--- src/rtl/teba_pkg.sv ---
// types, element codes and small helpers for the typed element buffer access core
// no dependencies
package teba_pkg;

  localparam logic [3:0] ET_U8   = 4'd0;
  localparam logic [3:0] ET_U8C  = 4'd1;
  localparam logic [3:0] ET_I8   = 4'd2;
  localparam logic [3:0] ET_U16  = 4'd3;
  localparam logic [3:0] ET_I16  = 4'd4;
  localparam logic [3:0] ET_U32  = 4'd5;
  localparam logic [3:0] ET_I32  = 4'd6;
  localparam logic [3:0] ET_F32  = 4'd7;
  localparam logic [3:0] ET_F64  = 4'd8;
  localparam logic [3:0] ET_I64  = 4'd9;
  localparam logic [3:0] ET_U64  = 4'd10;

  localparam logic [63:0] CANON_NAN = 64'h7FF8_0000_0000_0000;
  localparam int QUEUE_DEPTH = 2;
  localparam int LANES = 8;

  typedef struct packed {
    logic        mode;
    logic [3:0]  elem_type;
    logic        little_endian;
    logic [11:0] byte_index;
    logic [63:0] write_bits;
  } teba_in_t;

  typedef struct packed {
    logic [63:0] read_bits;
    logic        range_error;
  } teba_out_t;

  // one classified access waiting for the back end
  typedef struct packed {
    logic        is_write;
    logic        refused;
    logic [3:0]  elem_type;
    logic        little_endian;
    logic [11:0] byte_index;
    logic [63:0] raw;
  } teba_op_t;

  function automatic logic [3:0] elem_size(input logic [3:0] t);
    logic [3:0] n;
    case (t) inside
      ET_U8, ET_U8C, ET_I8:         n = 4'd1;
      ET_U16, ET_I16:               n = 4'd2;
      ET_U32, ET_I32, ET_F32:       n = 4'd4;
      ET_F64, ET_I64, ET_U64:       n = 4'd8;
      default:                      n = 4'd1;
    endcase
    return n;
  endfunction

endpackage

--- src/rtl/teba_front.sv ---
// front end: bounds and type check, write value conversion, length register
// depends on teba_pkg
module teba_front #(
  parameter int STORE_BYTES = 4096
) (
  input  logic               clk,
  input  logic               rst,
  input  logic               cfg_we,
  input  logic [12:0]        cfg_wdata,
  input  teba_pkg::teba_in_t in_data,
  output teba_pkg::teba_op_t op
);
  import teba_pkg::*;

  localparam int CAP_INT = (STORE_BYTES > 8191) ? 8191 : STORE_BYTES;
  localparam logic [12:0] CAP = 13'(CAP_INT);

  logic [12:0] byte_length;
  logic [12:0] limit;
  logic [13:0] end_pos;
  logic [3:0]  n;
  logic        sign;
  logic [10:0] ex;
  logic [63:0] m;
  logic [31:0] wrap_v;
  logic [7:0]  clamp_v;
  logic [31:0] f32_v;
  logic [63:0] q_clamp;
  logic [63:0] q_f32;
  logic [5:0]  s_f32;

  function automatic logic [63:0] rne_shift(input logic [63:0] v, input logic [5:0] s);
    logic [63:0] q;
    logic [63:0] rem;
    logic [63:0] half;
    q    = v >> s;
    half = 64'd1 << (s - 6'd1);
    rem  = v & ((64'd1 << s) - 64'd1);
    if (rem > half || (rem == half && q[0])) begin
      q = q + 64'd1;
    end
    return q;
  endfunction

  always_ff @(posedge clk) begin
    if (rst) begin
      byte_length <= CAP;
    end else if (cfg_we) begin
      byte_length <= cfg_wdata;
    end
  end

  assign limit   = (byte_length < CAP) ? byte_length : CAP;
  assign n       = elem_size(in_data.elem_type);
  assign end_pos = {2'b00, in_data.byte_index} + {10'd0, n};

  assign sign = in_data.write_bits[63];
  assign ex   = in_data.write_bits[62:52];
  assign m    = {11'd0, 1'b1, in_data.write_bits[51:0]};

  // truncate toward zero, keep the low word, then negate
  always_comb begin
    wrap_v = '0;
    if (ex != 11'h7FF && ex >= 11'd1023) begin
      if (ex <= 11'd1075) begin
        wrap_v = 32'(m >> 6'(11'd1075 - ex));
      end else if (ex < 11'd1107) begin
        wrap_v = 32'(m << 5'(ex - 11'd1075));
      end
    end
    if (sign) begin
      wrap_v = 32'd0 - wrap_v;
    end
  end

  assign q_clamp = rne_shift(m, 6'(11'd1075 - ex));

  always_comb begin
    if ((ex == 11'h7FF && in_data.write_bits[51:0] != '0) || sign) begin
      clamp_v = 8'd0;
    end else if (ex >= 11'd1031) begin
      clamp_v = 8'd255;
    end else if (ex < 11'd1022) begin
      clamp_v = 8'd0;
    end else if (q_clamp > 64'd255) begin
      clamp_v = 8'd255;
    end else begin
      clamp_v = 8'(q_clamp);
    end
  end

  // subnormal targets shift further right
  assign s_f32 = (ex >= 11'd897) ? 6'd29 : 6'(11'd926 - ex);
  assign q_f32 = rne_shift(m, s_f32);

  always_comb begin
    logic [31:0] r;
    r = '0;
    if (ex == 11'h7FF) begin
      if (in_data.write_bits[51:0] == '0) begin
        f32_v = {sign, 31'h7F80_0000};
      end else begin
        f32_v = {sign, 31'h7FC0_0000 | 31'(in_data.write_bits[51:29])};
      end
    end else if (ex == 11'd0 || ex < 11'd863) begin
      f32_v = {sign, 31'd0};
    end else if (ex > 11'd1150) begin
      f32_v = {sign, 31'h7F80_0000};
    end else begin
      if (ex >= 11'd897) begin
        r = (32'(ex - 11'd897) << 23) + 32'(q_f32);
      end else begin
        r = 32'(q_f32);
      end
      if (r >= 32'h7F80_0000) begin
        r = 32'h7F80_0000;
      end
      f32_v = {sign, r[30:0]};
    end
  end

  always_comb begin
    op.is_write      = in_data.mode;
    op.refused       = (in_data.elem_type > ET_U64) || (end_pos > {1'b0, limit});
    op.elem_type     = in_data.elem_type;
    op.little_endian = in_data.little_endian;
    op.byte_index    = in_data.byte_index;
    case (in_data.elem_type) inside
      ET_U8C:                 op.raw = {56'd0, clamp_v};
      ET_F32:                 op.raw = {32'd0, f32_v};
      ET_F64, ET_I64, ET_U64: op.raw = in_data.write_bits;
      default:                op.raw = {32'd0, wrap_v};
    endcase
  end
endmodule

--- config.mk ---
export PLATFORM = sky130hd
export DESIGN_NAME = teba_front
export DESIGN_NICKNAME = d
export VERILOG_FILES = /design/src/rtl/teba_pkg.sv /design/src/rtl/teba_front.sv
export SDC_FILE = /design/constraint.sdc
export NUM_CORES = 1
export LEC_CHECK = 0
export BUFFER_PORTS_ARGS = -buffer_cell sky130_fd_sc_hd__buf_2
export CORE_UTILIZATION = 30
export DETAILED_ROUTE_END_ITERATION = 8
export PLACE_DENSITY_LB_ADDON = 0.05
export SYNTH_ARGS = -nofsm -noshare
export SYNTH_HDL_FRONTEND = slang
export SYNTH_SLANG_ARGS = --single-unit
--- constraint.sdc ---
create_clock -name clk -period 29.8 [get_ports clk]
set_clock_uncertainty 0.15 [all_clocks]
set_input_delay 1.49 -clock clk [delete_from_list [all_inputs] [get_ports clk]]
set_output_delay 1.49 -clock clk [all_outputs]
set_load 0.05 [all_outputs]
# Word-level counts from Yosys, hierarchy flattened
# Index checks and enable logic that the tools add are counted.
# word_totals
out_inout_bits,83
latchBits,0
reg_bits,13
rom_bits,0
ramBits,0
in_bits,98
memories,0
# op_classes
addsub,13
shift,7
n_reduce_logical,17
div,0
multipliers,0
n_bitwise,2
eq_ne,14
n_lt_le_gt_ge,15
mux,28
# ops
operator,n
$mux W32,9
$mux W64,4
$shl A1 B6 Y64 const A,4
$and A53 B64 Y64,2
$eq A64 B64 Y1,2
$gt A64 B64 Y1,2
$sub A64 B1 Y64 const B,2
$mux W31,4
$add A64 B1 Y64 const B,1
$gt A64 B8 Y1 const B,1
$shr A53 B6 Y64,1
$shl A53 B5 Y32,1
$shr A53 B6 Y32,1
$logic_not A52 Y1,1
$reduce_bool A52 Y1,1
$add A32 B1 Y32 const B,1
$add A32 B32 Y32,1
$ge A32 B31 Y1 const B,1
$mux W8,4
$sub A1 B32 Y32 const A,1
$mux W23,1
$ge A11 B10 Y1 const B,2
$lt A11 B10 Y1 const B,2
$eq A4 B3 Y1 const B,4
27 further kinds,43

# Longest topological paths before layout
# Gate-level depths: netlist of run 1.
# logic_depth
word_depth,21
mapped_depth,51
depth_no_buf,44

# Worst setup path after synthesis of run 1
# OpenSTA, ideal clock, no wires.
# synth_path
path_type,input to output
from,input port in_data[54] in the netlist's numbering
to,output port op[20] in the netlist's numbering
n_path_buf,7
cell_stages,48
t_arrival_ps,12275
slack_ps,15885
required_ps,28160
cell_sequence,buf_2 > inv_2 > buf_1 > clkbuf_1 > buf_1 > ha_1 > buf_2 > clkinv_1 > a32oi_2 > inv_1 > buf_2 > buf_2 > nand3_1 > ha_1 > o31ai_1 > nor2_1 > o21ai_0 > a21oi_1 > [12 not listed] > nand4_2 > nor3_1 > xor2_1 > inv_1 > ha_1 > fa_1 > a21o_1 > a21oi_1 > o21bai_1 > a21oi_1 > o21bai_1 > a21oi_1 > xnor2_1 > o211ai_1 > nor2b_1 > mux2_2 > nand3_1 > o21ai_0
# synth_rtl
item,line,source
"start, declared",teba_front.sv:10,"input teba_pkg::teba_in_t in_data,"
"end, declared",teba_front.sv:11,output teba_pkg::teba_op_t op

==> results of run 1 <==
power groups by stage:
stage | clock, µW | combinational, µW | sequential (µW)
after floorplan | 0 | 490 | 19.2
after global placement | 0 | 752 | 19.3
after detailed placement | 0 | 749 | 19.4
after CTS | 25.4 | 752 | 19.0
after global routing | 26.1 | 808 | 19.1
final | 24.9 | 780 | 19.0
metrics by stage:
step,hold slack (ns),power [µW],instances,util [%],setup slack (ns)
global placement,0.323,772,4434,32.5,14.07
detailed placement,0.338,768,4434,32.5,13.74
global route,0.365,854,4438,32.6,12.60
finish,0.343,824,4453,32.6,13.13
floorplan,0.302,509,3449,-,15.89
CTS,0.348,797,4438,32.6,13.63
cell type report:
type | count | area, µm² | share of cell area [%]
inverters | 46 | 173 | 0.679
well taps | 1040 | 1300 | 5.12
multi-input cells | 3055 | 21900 | 86.1
flip-flops and latches | 13 | 260 | 1.02
diodes | 15 | 37.5 | 0.148
clock buffers | 4 | 78.8 | 0.310
repair buffers | 280 | 1680 | 6.60
worst max-delay path by stage:
stage | slack, ns | from | cells past startpoint | endpoint
2_1_floorplan | 15.89 | in_data[54] | 48 | op[20]
3_3_place_gp | 14.07 | in_data[53] | 45 | op[1]
3_5_place_dp | 13.74 | in_data[53] | 46 | op[10]
4_1_cts | 13.63 | in_data[53] | 46 | op[10]
5_1_grt | 12.60 | in_data[53] | 46 | op[3]
6_report | 13.13 | in_data[53] | 45 | op[10]
cells in the final DEF, fill, tap and decap left out, drive strengths merged, types with 27 or more instances in the layout:
cell type,count
nand2,418
nor2,301
buf,280
a21oi,224
o21ai,175
ha,151
nor3,142
nand3,118
mux2i,115
xnor2,98
mux2,88
mux4,85
nor4,79
and2,72
o211ai,64
nand4,56
and3,51
o22ai,49
xor2,45
inv,45
o221ai,43
nor2b,41
a31oi,40
a211oi,39
a21o,37
or3,31
nand2b,30
a221oi,29
o21a,27
tightest hold or removal path: stages, from the launching register on:
cell and delay [ns]:
dfxtp_1 0.32, mux2i_1 0.06, nor2_1 0.07
per-layer routing:
layer | wire length (µm) | vias to the layer above | global-route usage (%)
met5 | 61 | - | 0
met4 | 11100 | 10 | 22.1
met3 | 17700 | 605 | 9.65
met2 | 71500 | 2444 | 60.0
met1 | 64400 | 15496 | 49.0
li1 | - | 13159 | -
cell families after synthesis:
logic type / share of synthesized area [%]
multiplexers: 17.0
buffers and inverters: 7.61
AO/OA/AOI/OAI: 31.1
XOR/XNOR: 5.32
adder cells (fa/ha/maj): 8.10
AND/OR/NAND/NOR: 29.8
flip-flops: 1.09
==> results.cfg, run 1 <==
[outcome]
violations = max-capacitance violations, max-slew violations
outcome = complete, but fails checks

[timing]
max_clock_freq_ghz = 0.0600
period_needed_ns = 16.67
fin_setup_tns_ns = 0
slew_headroom_pct = -1.47
min_period_over_period_pct = 55.9
setup_viol = 0
rsz0062_at_grt = no
slew_viol_final = 2
worst_slew_pin_slew_ns = 1.52
hold_viol = 0

[clock_tree]
cts-root-buf = clkbuf_16
tritoncts = done
clk_pin_slew_ns = 0.04
clockBufferDepth = 2
clock-sinks = 13
ctsHoldBuffers = 0
cts_buffers = 3
cts_max_level = 1
clock_latency_ns = 0.24
cts_resized = 0
post_cts_buffers = 0

[layout]
nets = 3650
fill_cells = 8603
drive_above_1_share_pct = 16.7
fin_area_mm2 = 0.0254
top_regs = byte_length x13
syn_to_final_growth_pct = 6.74
largest_reg_flops = 13
regMostFlops = byte_length

[detailed_routing]
dr.pass1.iters = 7
via_per_inst = 7.12
ant_nets = 0
drtIter0Drc = 4954
via_count = 31714
wirelength_um = 165000
wl_per_cell_um = 37.0
drc_errors = 0

[worst_setup_path]
crit_slowest_cell = ha_1
rr_startpoint = byte_length[12]
crit_fanout = 27
worstPathArrival_ns = 15.03
cpLargestDelayFamily = compound AO/OA/AOI/OAI gates
r2r-end = byte_length[12]
cpPeakStageDelay_ns = 0.78
startpoint_type = primary input
rrSetupSlack_ns = 28.78
worst-r2r-cell-count = 2
cp.buffers_inverters = 5
crit_top_cell = a21oi_1
path_class = in2out
worstSetupEndpointType = output port
required_ns = 28.16

[yosys]
syn_nets = 3700
synth_edf_count = 0
netlist_top_cells_count = 417 x nand2_1, 300 x nor2_1, 223 x a21oi_1, 175 x clkbuf_1, 167 x o21ai_0
yosysUniqueCellTypes = 120
ys_ff_latch = 13
ys_seq_area_share_pct = 1.09
synth_most_common_cell = nand2_1
synth_ff_type = dfxtp_1
synth_area_leader_cell = mux4_2
synth.cell_area_mm2 = 0.0238
synthArstFlopShare_pct = 0
synth_area_leaders = mux4_2 8.0%, ha_1 7.9%, nand2_1 6.6%
yosys_warnings = 0
synth.avg_cell_area_um2 = 6.90
syn_inst = 3449
synth_top_cell_area_share_pct = 8.04

[power_and_ir_drop]
ir_worst_vdd_mv = 0.0305
power.share.clock_pct = 3.0
power.switching_uw = 551
sw_frac_of_total_pct = 66.8
p_comb_share_pct = 94.7
p_int_uw = 274
power_leakage_uw = 0.00925
sequentialPowerShare_pct = 2.3
power.density_mw_per_mm2 = 32.4

[hold_path]
holdPathEnd = byte_length[8]
hold_path_class = reg2reg
whs_path_depth = 2
hold_path_startpoint = byte_length[8]

[floorplanning]
die_y_um = 284
initial_utilization_pct = 30.5
core_area_mm2 = 0.0780
dieWidth_um = 284
row_count = 102
ios = 181
die_area_mm2 = 0.0805

[global_route]
grt-ovfl-total = 0
grt_pass1_vias = 29733
grt_pass1_wl_um = 230000
gr-usage-all-layers_pct = 38.9
antenna_found_initial = 14
grt_max_degree = 70

[flow_run]
maxCapViolCount = 1

[placement]
dp_hpwl_um = 119000
dpl_cell_area_mm2 = 0.0253
place.gp.congestion = 1.00
portBuffers = 176
Note: power is estimated with default switching activity, not from simulation.
==> run 2: changes to the inputs <==
clock period = 15.5 ns   (was 29.8 ns; I/O delays follow)
==> results.cfg, run 2 (synthesized netlist as in run 1, its figures left out) <==
[clock_tree]
cts_max_level = 1
clk_pin_slew_ns = 0.04
ctsHoldBuffers = 0
clockBufferDepth = 2
clock-sinks = 13
tritoncts = done
post_cts_buffers = 0
cts-root-buf = clkbuf_16
cts_buffers = 3
cts_resized = 0
clock_latency_ns = 0.24

[placement]
dp_hpwl_um = 120000
portBuffers = 176
place.gp.congestion = 1.01

[layout]
utilization_pct = 33.0
mostFrequentLayoutCell = nand2_1
regMostFlops = byte_length
layout_common_cells = 416 x nand2_1, 300 x nor2_1, 222 x a21oi_1
syn_to_final_growth_pct = 7.96
nets = 3662
top_regs = byte_length x13
drive_above_1_share_pct = 17.0
largest_reg_flops = 13

[detailed_routing]
via_per_inst = 7.08
dr.pass1.iters = 6
ant_nets = 0
wl_per_cell_um = 37.3
wirelength_um = 167000
drtIter0Drc = 4551
drc_errors = 0
via_count = 31635

[global_route]
antenna_found_initial = 12
grt_max_degree = 79
gr-usage-all-layers_pct = 39.3
grt-ovfl-total = 0
grt_pass1_wl_um = 231000
grt_pass1_vias = 29615

[worst_setup_path]
worstSetupEndpointType = output port
crit_top_cell = a21oi_1
cpPeakStageDelay_ns = 0.99
required_ns = 14.58
startpoint_type = primary input
worstPathArrival_ns = 13.19
crit_fanout = 28
path_class = in2out
crit_slowest_cell = o311ai_1

[flow_run]
maxCapViolCount = 0

[power_and_ir_drop]
power.density_mw_per_mm2 = 62.9
power_leakage_uw = 0.00937
ir_worst_vdd_mv = 0.0596

[timing]
max_clock_freq_ghz = 0.0709
period_needed_ns = 14.11
worst_slew_pin_slew_ns = 1.42
rsz0062_at_grt = no
setup_viol = 0
slew_viol_final = 0
hold_viol = 0
fin_setup_tns_ns = 0
slew_headroom_pct = 4.22
min_period_over_period_pct = 91.1

[floorplanning]
die_area_mm2 = 0.0805
core_area_mm2 = 0.0780
row_count = 102
ios = 181
dieWidth_um = 284
initial_utilization_pct = 30.5
die_y_um = 284

[hold_path]
hold_path_class = reg2reg

[outcome]
outcome = completed
## run 2: final timing paths
kind	endpoint	slack, ns	start	cells past startpoint
min	byte_length[1]	0.34	byte_length[1]	2
min reg2reg	byte_length[1]	0.34	byte_length[1]	2
max	op[2]	1.39	in_data[53]	45
max reg2reg	byte_length[12]	14.49	byte_length[12]	2
## run 2: power by group
group / total [µW] / switching (µW) / leakage, µW / internal (µW)
clock network: 47.6 / 13.0 / 0.0000383 / 34.6
logic: 1530 / 1050 / 0.00923 / 480
registers: 36.6 / 1.03 / 0.000107 / 35.6
total: 1620 / 1070 / 0.00937 / 551
## run 2: worst max-delay path, delay by kind of cell
| family | cells | cell delay, ns |
|---|---|---|
| xor+xnor | 3 | 0.70 |
| mux | 1 | 0.19 |
| fa+ha+maj | 4 | 1.72 |
| simple gates | 9 | 1.84 |
| compound gates | 22 | 6.24 |
| buf+inv | 6 | 1.69 |
## run 2: cell type report
| class | count | area [µm²] |
|---|---|---|
| Fill cell | 8600 | 52300 |
| Tap cell | 1040 | 1300 |
| Antenna cell | 16 | 40.0 |
| Inverter | 46 | 173 |
| Clock buffer | 4 | 78.8 |
| Timing Repair Buffer | 292 | 1960 |
| Sequential cell | 13 | 260 |
| Multi-Input combinational cell | 3055 | 21900 |
## run 2: routing by layer
layer / global-route usage, % / share of wire [%]
met5: 0 / 0.036
met4: 20.7 / 6.2
met3: 8.77 / 11
met2: 61.2 / 44
met1: 50.2 / 39
## run 2: through the flow
step / power, µW / setup WS [ns] / area [µm²] / std cells / hold WS (ns)
2_1_floorplan: 978 / 3.02 / 23800 / 3449 / 0.302
3_3_place_gp: 1510 / 1.92 / 25600 / 4446 / 0.327
3_5_place_dp: 1510 / 1.77 / 25600 / 4446 / 0.336
4_1_cts: 1560 / 1.69 / 25700 / 4450 / 0.347
5_1_grt: 1680 / 0.756 / 25700 / 4452 / 0.371
6_report: 1620 / 1.39 / 25700 / 4466 / 0.342
