==> config.mk <==
export PLATFORM = sky130hd
export DESIGN_NAME = teba_fifo
export DESIGN_NICKNAME = d
export VERILOG_FILES = /design/src/rtl/teba_pkg.sv /design/src/rtl/teba_fifo.sv
export SDC_FILE = /design/constraint.sdc
export NUM_CORES = 1
export LEC_CHECK = 0
export ABC_AREA = 1
export BUFFER_PORTS_ARGS = -buffer_cell sky130_fd_sc_hd__buf_2
export CORE_MARGIN = 10
export CORE_UTILIZATION = 50
export CTS_CLUSTER_SIZE = 30
export DETAILED_ROUTE_END_ITERATION = 8
export PLACE_DENSITY = 0.8
export SKIP_LAST_GASP = 1
export SYNTH_ARGS = -nofsm -noshare
export SYNTH_HDL_FRONTEND = slang
export SYNTH_SLANG_ARGS = --single-unit
==> constraint.sdc <==
create_clock -name clk -period 5.75 [get_ports clk]
set_clock_uncertainty 0.15 [all_clocks]
set_input_delay 1.15 -clock clk [delete_from_list [all_inputs] [get_ports clk]]
set_output_delay 1.15 -clock clk [all_outputs]
set_load 0.005 [all_outputs]
==> src/rtl/teba_pkg.sv <==
// types, element codes and small helpers for the typed element buffer access core
// no dependencies
package teba_pkg;

  localparam logic [3:0] ET_U8   = 4'd0;
  localparam logic [3:0] ET_U8C  = 4'd1;
  localparam logic [3:0] ET_I8   = 4'd2;
  localparam logic [3:0] ET_U16  = 4'd3;
  localparam logic [3:0] ET_I16  = 4'd4;
  localparam logic [3:0] ET_U32  = 4'd5;
  localparam logic [3:0] ET_I32  = 4'd6;
  localparam logic [3:0] ET_F32  = 4'd7;
  localparam logic [3:0] ET_F64  = 4'd8;
  localparam logic [3:0] ET_I64  = 4'd9;
  localparam logic [3:0] ET_U64  = 4'd10;

  localparam logic [63:0] CANON_NAN = 64'h7FF8_0000_0000_0000;
  localparam int QUEUE_DEPTH = 2;
  localparam int LANES = 8;

  typedef struct packed {
    logic        mode;
    logic [3:0]  elem_type;
    logic        little_endian;
    logic [11:0] byte_index;
    logic [63:0] write_bits;
  } teba_in_t;

  typedef struct packed {
    logic [63:0] read_bits;
    logic        range_error;
  } teba_out_t;

  // one classified access waiting for the back end
  typedef struct packed {
    logic        is_write;
    logic        refused;
    logic [3:0]  elem_type;
    logic        little_endian;
    logic [11:0] byte_index;
    logic [63:0] raw;
  } teba_op_t;

  function automatic logic [3:0] elem_size(input logic [3:0] t);
    logic [3:0] n;
    case (t) inside
      ET_U8, ET_U8C, ET_I8:         n = 4'd1;
      ET_U16, ET_I16:               n = 4'd2;
      ET_U32, ET_I32, ET_F32:       n = 4'd4;
      ET_F64, ET_I64, ET_U64:       n = 4'd8;
      default:                      n = 4'd1;
    endcase
    return n;
  endfunction

endpackage

==> src/rtl/teba_fifo.sv <==
// short queue of classified accesses between front and back end
// depends on teba_pkg
module teba_fifo (
  input  logic              clk,
  input  logic              rst,
  input  logic              push,
  input  teba_pkg::teba_op_t push_data,
  input  logic              pop,
  output teba_pkg::teba_op_t head,
  output logic              empty,
  output logic              full
);
  import teba_pkg::*;

  localparam int PW = (QUEUE_DEPTH > 1) ? $clog2(QUEUE_DEPTH) : 1;

  teba_op_t       entries [QUEUE_DEPTH];
  logic [PW-1:0]  wr_ptr;
  logic [PW-1:0]  rd_ptr;
  logic [PW:0]    count;

  assign empty = (count == '0);
  assign full  = (count == (PW+1)'(QUEUE_DEPTH));
  assign head  = entries[rd_ptr];

  always_ff @(posedge clk) begin
    if (push) begin
      entries[wr_ptr] <= push_data;
    end
  end

  always_ff @(posedge clk) begin
    if (rst) begin
      wr_ptr <= '0;
      rd_ptr <= '0;
      count  <= '0;
    end else begin
      if (push) begin
        wr_ptr <= (wr_ptr == PW'(QUEUE_DEPTH - 1)) ? '0 : wr_ptr + 1'b1;
      end
      if (pop) begin
        rd_ptr <= (rd_ptr == PW'(QUEUE_DEPTH - 1)) ? '0 : rd_ptr + 1'b1;
      end
      if (push && !pop) begin
        count <= count + 1'b1;
      end else if (pop && !push) begin
        count <= count - 1'b1;
      end
    end
  end

  a_no_overflow: assert property (@(posedge clk) disable iff (rst) full |-> !push)
    else $error("push into full queue");
  a_no_underflow: assert property (@(posedge clk) disable iff (rst) empty |-> !pop)
    else $error("pop from empty queue");
  a_count_track: assert property (@(posedge clk) disable iff (rst)
    (push && !pop) |=> !empty)
    else $error("queue lost an entry");
endmodule

Word-level counts from Yosys, hierarchy flattened
Memories as Yosys holds them, arrays and structs flattened. A register that Yosys moved wholly into a read port is not among the register bits.
Index checks and enable logic that the tools add are counted.
Widths: inputs -> output; s select.
{"block": "word_totals", "output_inout_bits": 85, "regBits": 4, "word_cells": 23, "mem_count": 1, "ramBits": 166, "in_bits": 87}
{"memory": "entries", "words": 2, "width": 83, "rd": 1, "rd_clocked_by_memory_dff": 1, "wr": 1, "line": "teba_fifo.sv:17", "source": "teba_op_t entries [QUEUE_DEPTH];"}
{"block": "classes", "eq_ne": 1, "addsub": 4, "n_reduce_logical": 6, "muxes": 8}
{"cell": "$mux 1", "count": 6}
{"cell": "$mux 2", "count": 2}
{"cell": "$add 1x1->1 const B", "count": 2}
{"cell": "$add 2x1->2 const B", "count": 1}
{"cell": "$eq 2x2->1 const B", "count": 1}
{"cell": "$logic_and 1x1->1", "count": 2}
{"cell": "$logic_not 1->1", "count": 2}
{"cell": "$logic_not 2->1", "count": 1}
{"cell": "$reduce_bool 2->1", "count": 1}
{"cell": "$sub 2x1->2 const B", "count": 1}

Depth between registers and ports, before layout
Gate-level depths: netlist (run 1).
{"block": "depth", "ltp_word": 4, "mapped_depth": 8, "depth_no_buf": 8}

Worst setup path after synthesis (run 1)
Ideal clock, no wire load.
{"block": "synth_path", "kind": "input -> register", "from": "input port push", "to": "memory entries[0][0] in the netlist's numbering (enable)", "n_path_buf": 0, "path_stages": 2, "arrival_time_ns": 4.667, "slack_ns": 0.406, "required_ns": 5.073, "setup_time_ns": 0.527, "cell_sequence": "inv_1 -> nor2_1"}
{"block": "synth_between", "elab_chain_len": 2}
{"item": "start: declaration", "line": "teba_fifo.sv:6", "source": "input logic push,"}
{"item": "$mux 1", "line": "teba_fifo.sv:27", "source": "if (push) begin"}
{"item": "$mux 1 (implied by the code)", "line": "teba_fifo.sv:28", "source": "entries[wr_ptr] <= push_data;"}
{"item": "end: declaration", "line": "teba_fifo.sv:17"}
No other way between the ends.

==> impl_metrics.yaml, run 1 <==
die:
  die_area_um2: 18110
  io-pin-count: 172
  die_width_um: 134.6
  core_um2: 12720
  initial_core_util_pct: 51.60
  dieHeight_um: 134.6
  row_count: 41
clocking:
  clk_pin_slew_ns: 0.06
  cts_resized: 0
  cts_setup_buffers: 0
  cts_hold_buf: 0
  clk_latency_ns: 0.41
  cts_tree: "yes"
  cts_root_buffer: "clkbuf_16"
  cts_buffers: 17
  clock_path_buffers: 2
  cts.sinks: 171
  cts_max_level: 4
sta:
  hold_violations: 0
  setup_tns_ns: 0
  layout_setup_ws_ns: 1.948
  min_period_over_period_pct: 66.13
  tightest_slew_ns: 1.164
  maxSlewViolCount: 0
  grt_setup_unrepaired: "no"
  fmax_ghz: 0.2630
  finalSetupViolCount: 0
  slew_headroom_pct: 22.43
  min_period_ns: 3.802
critical_path:
  crit_chain: "buf_4 -> mux2_4 -> buf_2"
  max_stage_delay_ns: 1.10
  cp.buffers_inverters: 2
  cp-start-kind: "flip-flop"
  crit_path_end_kind: "output port"
  arrival_ns: 2.50
  path_class: "flip-flop to output port"
  cp_max_fo: 65
  cpMaxStageDelayCell: "dfxtp_4"
  cp_data_required_time_ns: 4.45
  crit_family: "flip-flops"
logic_synthesis:
  synth.area.top_cells: "edfxtp_1 (76%), mux2_4 (16%), mux2_2 (2.2%)"
  ys_seq_elements: 171
  netlist.area_leader.share_pct: 75.93
  synthesis.area_um2: 6565
  yosys_warnings: 0
  yosysTopAreaCell: "edfxtp_1"
  synth_nets: 379
  seq_area_frac_synth_pct: 77.45
  netlist-cell-type-count: 17
  syn_area_per_cell_um2: 22.56
  synth_cells: 291
grt:
  grt_pass1_vias: 3550
  grt_max_degree: 66
  track_usage_pct: 13.57
  grt_first_pass_wirelength_mm: 18.77
  grt.overflow.total: 0
  antenna_found_initial: 1
route:
  drtAntennaViolNets: 0
  drc: 0
  vias: 3223
  via_per_inst: 4.869
  drt_first_pass_iters: 4
  wirelength_mm: 12.20
  wl_per_cell_um: 18.43
  first_iter_violations: 200
placed_design:
  place.gp.congestion: 0.7525
  post-place-ws_ns: 2.331
  numPortBuffers: 171
  dp_hpwl_mm: 8.530
layout:
  final_layout_size_suffix_gt1_share_pct: 59.71
  fillers: 915
  layout_common_cells: "buf_2 (171), edfxtp_1 (166), mux2_4 (70), clkbuf_16 (17), mux2_2 (13)"
  area_growth_syn_to_layout_pct: 24.53
  nNetsFinal: 564
  final_common_cell: "buf_2"
power_and_ir_drop:
  vdd_ir_drop_max_mv: 0.2265
  p_leak_nw: 3.268
  p_per_area_nw_per_um2: 364.6
run:
  cap_violations: 0
run_status:
  outcome: "complete, no violations"
worst_hold_path:
  hp-class: "flip-flop to flip-flop"
-- layout make-up --
| type | instances | area (um2) | area share (%) |
|---|---|---|---|
| repair buffers | 175 | 885.9 | 10.84 |
| diodes | 1 | 2.502 | 0.03061 |
| inverters | 9 | 35.03 | 0.4285 |
| well taps | 172 | 215.2 | 2.632 |
| multi-input cells | 102 | 1297 | 15.87 |
| clock buffers | 20 | 456.7 | 5.586 |
| clock inverters | 12 | 193.9 | 2.372 |
| flip-flops and latches | 171 | 5089 | 62.24 |
-- worst paths after layout --
path              from              to  slack [ns]  cells after the start
min             rd_ptr       flip-flop        0.37                      2
max          flip-flop        head[59]        1.95                      3
min reg2reg     rd_ptr       flip-flop        0.37                      2
max reg2reg     wr_ptr  entries[1][82]        3.59                      3
-- state kept, by name, summed over array words and instances (netlist names), named ones only --
signal,flops
wr_ptr,1
entries,166
count,2
rd_ptr,1
-- where the power goes --
group | internal, mW | switching [mW] | leakage (nW) | total [mW]
clock | 0.791 | 0.434 | 0.316 | 1.23
combinational | 0.161 | 0.112 | 1.35 | 0.272
sequential | 1.44 | 0.0402 | 1.60 | 1.48
-- cell families (layout without fill, tap and decap cells) --
logic type | count (synthesis) | count (layout) | share of synthesized area (%)
compound gates | 2 | 2 | 0.1523
xor+xnor | 1 | 1 | 0.1334
other cells | 0 | 1 | 0
buf+inv | 18 | 216 | 2.897
mux | 83 | 83 | 18.24
flops | 171 | 171 | 77.45
simple gates | 15 | 15 | 0.9339
fa+ha+maj | 1 | 1 | 0.1906
-- worst register-to-register path, delay by kind of cell, from the launching register on --
kind / cells / cell delay (ns)
AND/OR/NAND/NOR: 1 / 0.09
flip-flops: 1 / 0.38
buffers and inverters: 2 / 1.17
-- per-stage QoR --
| step | cell area [um2] | cells | utilization (%) | hold slack, ns | total power, mW |
|---|---|---|---|---|---|
| floorplan | 6565 | 291 | - | 0.3299 | 1.677 |
| global placement | 7522 | 629 | 59.13 | 0.3452 | 1.778 |
| detailed placement | 7522 | 629 | 59.13 | 0.3558 | 1.790 |
| CTS | 8173 | 661 | 64.24 | 0.3696 | 3.017 |
| global route | 8173 | 661 | 64.24 | 0.4200 | 3.096 |
| finish | 8175 | 662 | 64.26 | 0.3676 | 2.981 |
-- cells in the mapped netlist, drive strengths merged --
cell type,number
edfxtp,166
mux2,83
buf,9
inv,9
nor2,7
dfxtp,5
nand2,5
a21oi,1
ha,1
nand3,1
nand4,1
nor3,1
o21ai,1
xnor2,1
-- layer usage --
layer / up-vias / part of all wire [%] / global-route usage (%)
met5: - / 0.16 / 0
met4: 2 / 1.1 / 5.441
met3: 12 / 8.5 / 6.083
met2: 125 / 52 / 22.79
met1: 1575 / 39 / 14.68
li1: 1509 / - / -
Power figures use the tool's default switching activity.
==> run 2: changes to the inputs <==
==> constraint.sdc (replaced) <==
create_clock -name clk -period 3.6 [get_ports clk]
set_clock_uncertainty 0.15 [all_clocks]
set_input_delay 0.72 -clock clk [delete_from_list [all_inputs] [get_ports clk]]
set_output_delay 0.72 -clock clk [all_outputs]
set_load 0.005 [all_outputs]
==> impl_metrics.yaml, run 2 (same netlist as run 1, synthesis figures left out) <==
grt:
  antenna_found_initial: 4
  grt.overflow.total: 0
  track_usage_pct: 14.13
  grt_pass1_vias: 3574
  grt_max_degree: 50
  grt_first_pass_wirelength_mm: 19.34
clocking:
  clk_latency_ns: 0.41
  cts_resized: 0
  cts_root_buffer: "clkbuf_16"
  cts_setup_buffers: 0
  cts_max_level: 4
  cts.sinks: 171
  cts_hold_buf: 0
  cts_buffers: 17
  clock_path_buffers: 2
  cts_tree: "yes"
  clk_pin_slew_ns: 0.06
critical_path:
  cp_data_required_time_ns: 2.73
  reg2reg_from: "wr_ptr"
  rrSetupSlack_ns: 2.00
  path_class: "flip-flop to output port"
  cp_max_fo: 35
  reg2reg_depth: 3
  arrival_ns: 2.10
  cp-start-kind: "flip-flop"
  crit_path_end_kind: "output port"
  rr_endpoint: "entries[1][7]"
die:
  die_width_um: 134.6
  die_area_um2: 18110
  row_count: 41
  core_um2: 12720
  io-pin-count: 172
  dieHeight_um: 134.6
  initial_core_util_pct: 51.60
worst_hold_path:
  hold_end: "entries[0][52]"
  holdCritStartpoint: "push_data[52]"
  hold_depth: 1
  hp-class: "primary input to flip-flop"
power_and_ir_drop:
  vdd_ir_drop_max_mv: 0.4234
  power_mw: 4.516
  swShare_pct: 20.90
  seq_power_share_pct: 52.1
  p_int_mw: 3.572
  switchingPower_mw: 0.9438
  comb_power_share_pct: 10.1
  clkPwrFrac_pct: 37.8
  p_per_area_nw_per_um2: 556.4
  p_leak_nw: 3.224
layout:
  layout_common_cells: "buf_2 (171), edfxtp_1 (166), mux2_4 (70), clkbuf_16 (17), mux2_2 (13)"
  top_register: "entries"
  final_layout_size_suffix_gt1_share_pct: 58.66
  reg_top3: "entries x166, count x2"
  fin_cells: 666
  area_growth_syn_to_layout_pct: 23.63
  final_common_cell: "buf_2"
  largest_register_ff_count: 166
  nNetsFinal: 566
  fin_area_um2: 8117
route:
  vias: 3247
  first_iter_violations: 166
  wirelength_mm: 12.83
  via_per_inst: 4.875
  drc: 0
  drt_first_pass_iters: 4
  wl_per_cell_um: 19.26
  drtAntennaViolNets: 0
run_status:
  outcome: "complete, no violations"
sta:
  finalSetupViolCount: 0
  min_period_over_period_pct: 82.54
  setup_tns_ns: 0
  fmax_ghz: 0.3366
  slew_headroom_pct: 55.68
  hold_violations: 0
  tightest_slew_ns: 0.6649
  layout_setup_ws_ns: 0.6287
  min_period_ns: 2.971
  grt_setup_unrepaired: "no"
  maxSlewViolCount: 0
placed_design:
  place_inst: 631
  dp_hpwl_mm: 9.077
  post-place-ws_ns: 1.063
  place.gp.congestion: 0.7458
  numPortBuffers: 171
  place_area_um2: 7550
run:
  cap_violations: 0
[run 2: final cells by class]
type                       instances  area (um2)
multi-input combinational        102        1297
inverter                           9       35.03
clock buffer                      19       432.9
antenna                            3       7.507
sequential                       171        5089
clock inverter                    13       126.4
timing repair buffer             177       913.4
tap                              172       215.2
fill                             904        4606
[run 2: worst max-delay path by stage]
stage	slack, ns	to	from	cells after the start
2_1_floorplan	0.13	entries[0][0]	push	2
3_3_place_gp	1.12	head[32]	flip-flop	3
3_5_place_dp	1.06	head[65]	flip-flop	3
4_1_cts	0.59	head[38]	flip-flop	3
5_1_grt	0.55	head[38]	flip-flop	3
6_report	0.63	head[38]	flip-flop	3
[run 2: per-layer routing]
metal	track usage (%)	vias up	part of all wire [%]
li1	-	1514	-
met1	16.18	1591	42
met2	22.88	129	49
met3	6.714	13	7.9
met4	4.655	0	1.3
met5	0	-	0
[run 2: worst max-delay path, cell delays in order, from the launching register on]
cell     delay [ns]
dfxtp_4        0.74
buf_4          0.44
mux2_4         0.34
buf_2          0.13
[run 2: through the flow]
| stage | util (%) | hold WS (ns) |
|---|---|---|
| 3_3_place_gp | 59.34 | 0.3477 |
| 3_5_place_dp | 59.34 | 0.3637 |
| 4_1_cts | 63.74 | 0.3124 |
| 6_report | 63.80 | 0.3351 |
| 2_1_floorplan | - | 0.3299 |
| 5_1_grt | 63.76 | 0.3172 |
[run 2: power groups by stage]
stage	registers [mW]	clock network [mW]	logic [mW]
2_1_floorplan	2.37	0	0.304
6_report	2.35	1.71	0.458
5_1_grt	2.36	1.83	0.500
3_5_place_dp	2.40	0	0.469
4_1_cts	2.35	1.74	0.471
3_3_place_gp	2.39	0	0.456
==> run 3: changes to the inputs <==
==> constraint.sdc (replaced) <==
create_clock -name clk -period 2.85 [get_ports clk]
set_clock_uncertainty 0.15 [all_clocks]
set_input_delay 0.57 -clock clk [delete_from_list [all_inputs] [get_ports clk]]
set_output_delay 0.57 -clock clk [all_outputs]
set_load 0.005 [all_outputs]
==> impl_metrics.yaml, run 3 (same netlist as run 1, synthesis figures left out) <==
clocking:
  cts.sinks: 171
  cts_root_buffer: "clkbuf_16"
  clk_latency_ns: 0.41
  cts_buffers: 17
  clock_path_buffers: 2
  cts_max_level: 4
  clk_pin_slew_ns: 0.06
  cts_setup_buffers: 0
  cts_tree: "yes"
  cts_hold_buf: 0
  cts_resized: 0
sta:
  min_period_over_period_pct: 89.56
  slew_headroom_pct: 59.67
  tightest_slew_ns: 0.6049
  maxSlewViolCount: 0
  grt_setup_unrepaired: "no"
  hold_violations: 0
  finalSetupViolCount: 0
  setup_tns_ns: 0
  fmax_ghz: 0.3918
  min_period_ns: 2.552
  layout_setup_ws_ns: 0.2975
layout:
  layout_common_cells: "buf_2 (171), edfxtp_1 (166), mux2_4 (70), clkbuf_16 (17), mux2_2 (13)"
  final-seq-area_um2: 5089
  diodes: 0
  final_layout_size_suffix_gt1_share_pct: 58.98
  fin_cells: 662
  multiInputGateArea_um2: 1297
  fillers: 927
  nNetsFinal: 565
  final_common_cell: "buf_2"
  reg_top3: "entries x166, count x2"
  largest_register_ff_count: 166
  area_growth_syn_to_layout_pct: 23.78
  fin_area_um2: 8127
  top_register: "entries"
die:
  core_um2: 12720
  initial_core_util_pct: 51.60
  die_width_um: 134.6
  io-pin-count: 172
  dieHeight_um: 134.6
  die_area_um2: 18110
  row_count: 41
power_and_ir_drop:
  switchingPower_mw: 1.187
  vdd_ir_drop_max_mv: 0.4442
  swShare_pct: 20.83
  p_int_mw: 4.512
  p_leak_nw: 3.234
  seq_power_share_pct: 51.7
  power_mw: 5.699
  clkPwrFrac_pct: 37.7
  p_per_area_nw_per_um2: 701.2
  comb_power_share_pct: 10.6
critical_path:
  reg2reg_depth: 3
  crit_chain: "buf_12 -> mux2_2 -> buf_2"
  cp_max_fo: 83
  arrival_ns: 1.83
  cp-start-kind: "flip-flop"
  rrSetupSlack_ns: 1.30
  cp_data_required_time_ns: 2.13
  max_stage_delay_ns: 0.47
  crit_path_end_kind: "output port"
  cpMaxStageDelayCell: "buf_12"
  path_class: "flip-flop to output port"
placed_design:
  numPortBuffers: 171
  dp_hpwl_mm: 8.747
  place.gp.congestion: 0.6775
  post-place-ws_ns: 0.7492
  place_inst: 630
  place_area_um2: 7567
route:
  first_iter_violations: 154
  wirelength_mm: 12.40
  drc: 0
  via_per_inst: 4.828
  drtAntennaViolNets: 0
  drt_first_pass_iters: 4
  wl_per_cell_um: 18.73
  vias: 3196
grt:
  grt_max_degree: 84
  track_usage_pct: 13.97
  grt_pass1_vias: 3655
  grt_first_pass_wirelength_mm: 19.35
  antenna_found_initial: 1
  grt.overflow.total: 0
run:
  cap_violations: 0
run_status:
  outcome: "complete, no violations"
worst_hold_path:
  hold_depth: 1
  hp-class: "primary input to flip-flop"
## run 3: cell types whose count changed in the layout (fill, tap and decap cells not counted), sizes merged
cell / before / now
clkinvlp: 4 / 3
clkbuf: 19 / 18
diode: 3 / 0
buf: 177 / 176
clkinv: 7 / 10
inv: 9 / 8
## run 3: power by group through the flow
| stage | Combinational, mW | Clock [mW] | Sequential, mW |
|---|---|---|---|
| after CTS | 0.619 | 2.20 | 2.95 |
| after detailed placement | 0.617 | 0 | 3.00 |
| final | 0.602 | 2.15 | 2.95 |
| after floorplan | 0.385 | 0 | 2.99 |
| after global routing | 0.658 | 2.30 | 2.96 |
| after global placement | 0.602 | 0 | 2.99 |
## run 3: layer usage
metal,GRT usage [%],wire length (um)
met1,14.09,4567
met2,24.27,6499
met3,6.788,1094
met4,5.562,220
met5,0,18
## run 3: path summary, 6_finish.rpt
check                                    from        endpoint
worst max-delay path                flip-flop        head[67]
worst min-delay path            push_data[74]  entries[0][74]
worst max register to register         wr_ptr  entries[1][11]
worst min register to register         rd_ptr       flip-flop
## run 3: through the flow
stage	util [%]	hold slack, ns
floorplan	-	0.3299
global placement	59.48	0.3476
detailed placement	59.48	0.3592
CTS	63.88	0.1719
global route	63.88	0.1744
finish	63.88	0.1901
## run 3: cell type report
class	count	area share, %
sequential	171	62.62
multi-input combinational	102	15.97
timing repair buffer	176	11.45
clock buffer	18	5.281
tap	172	2.648
clock inverter	14	1.601
inverter	9	0.4311
## run 3: worst max-delay path, delay by kind of cell (launching register included)
family                 cells  cell delay, ns
buffers and inverters      2            0.60
DFF                        1            0.35
muxes                      1            0.41
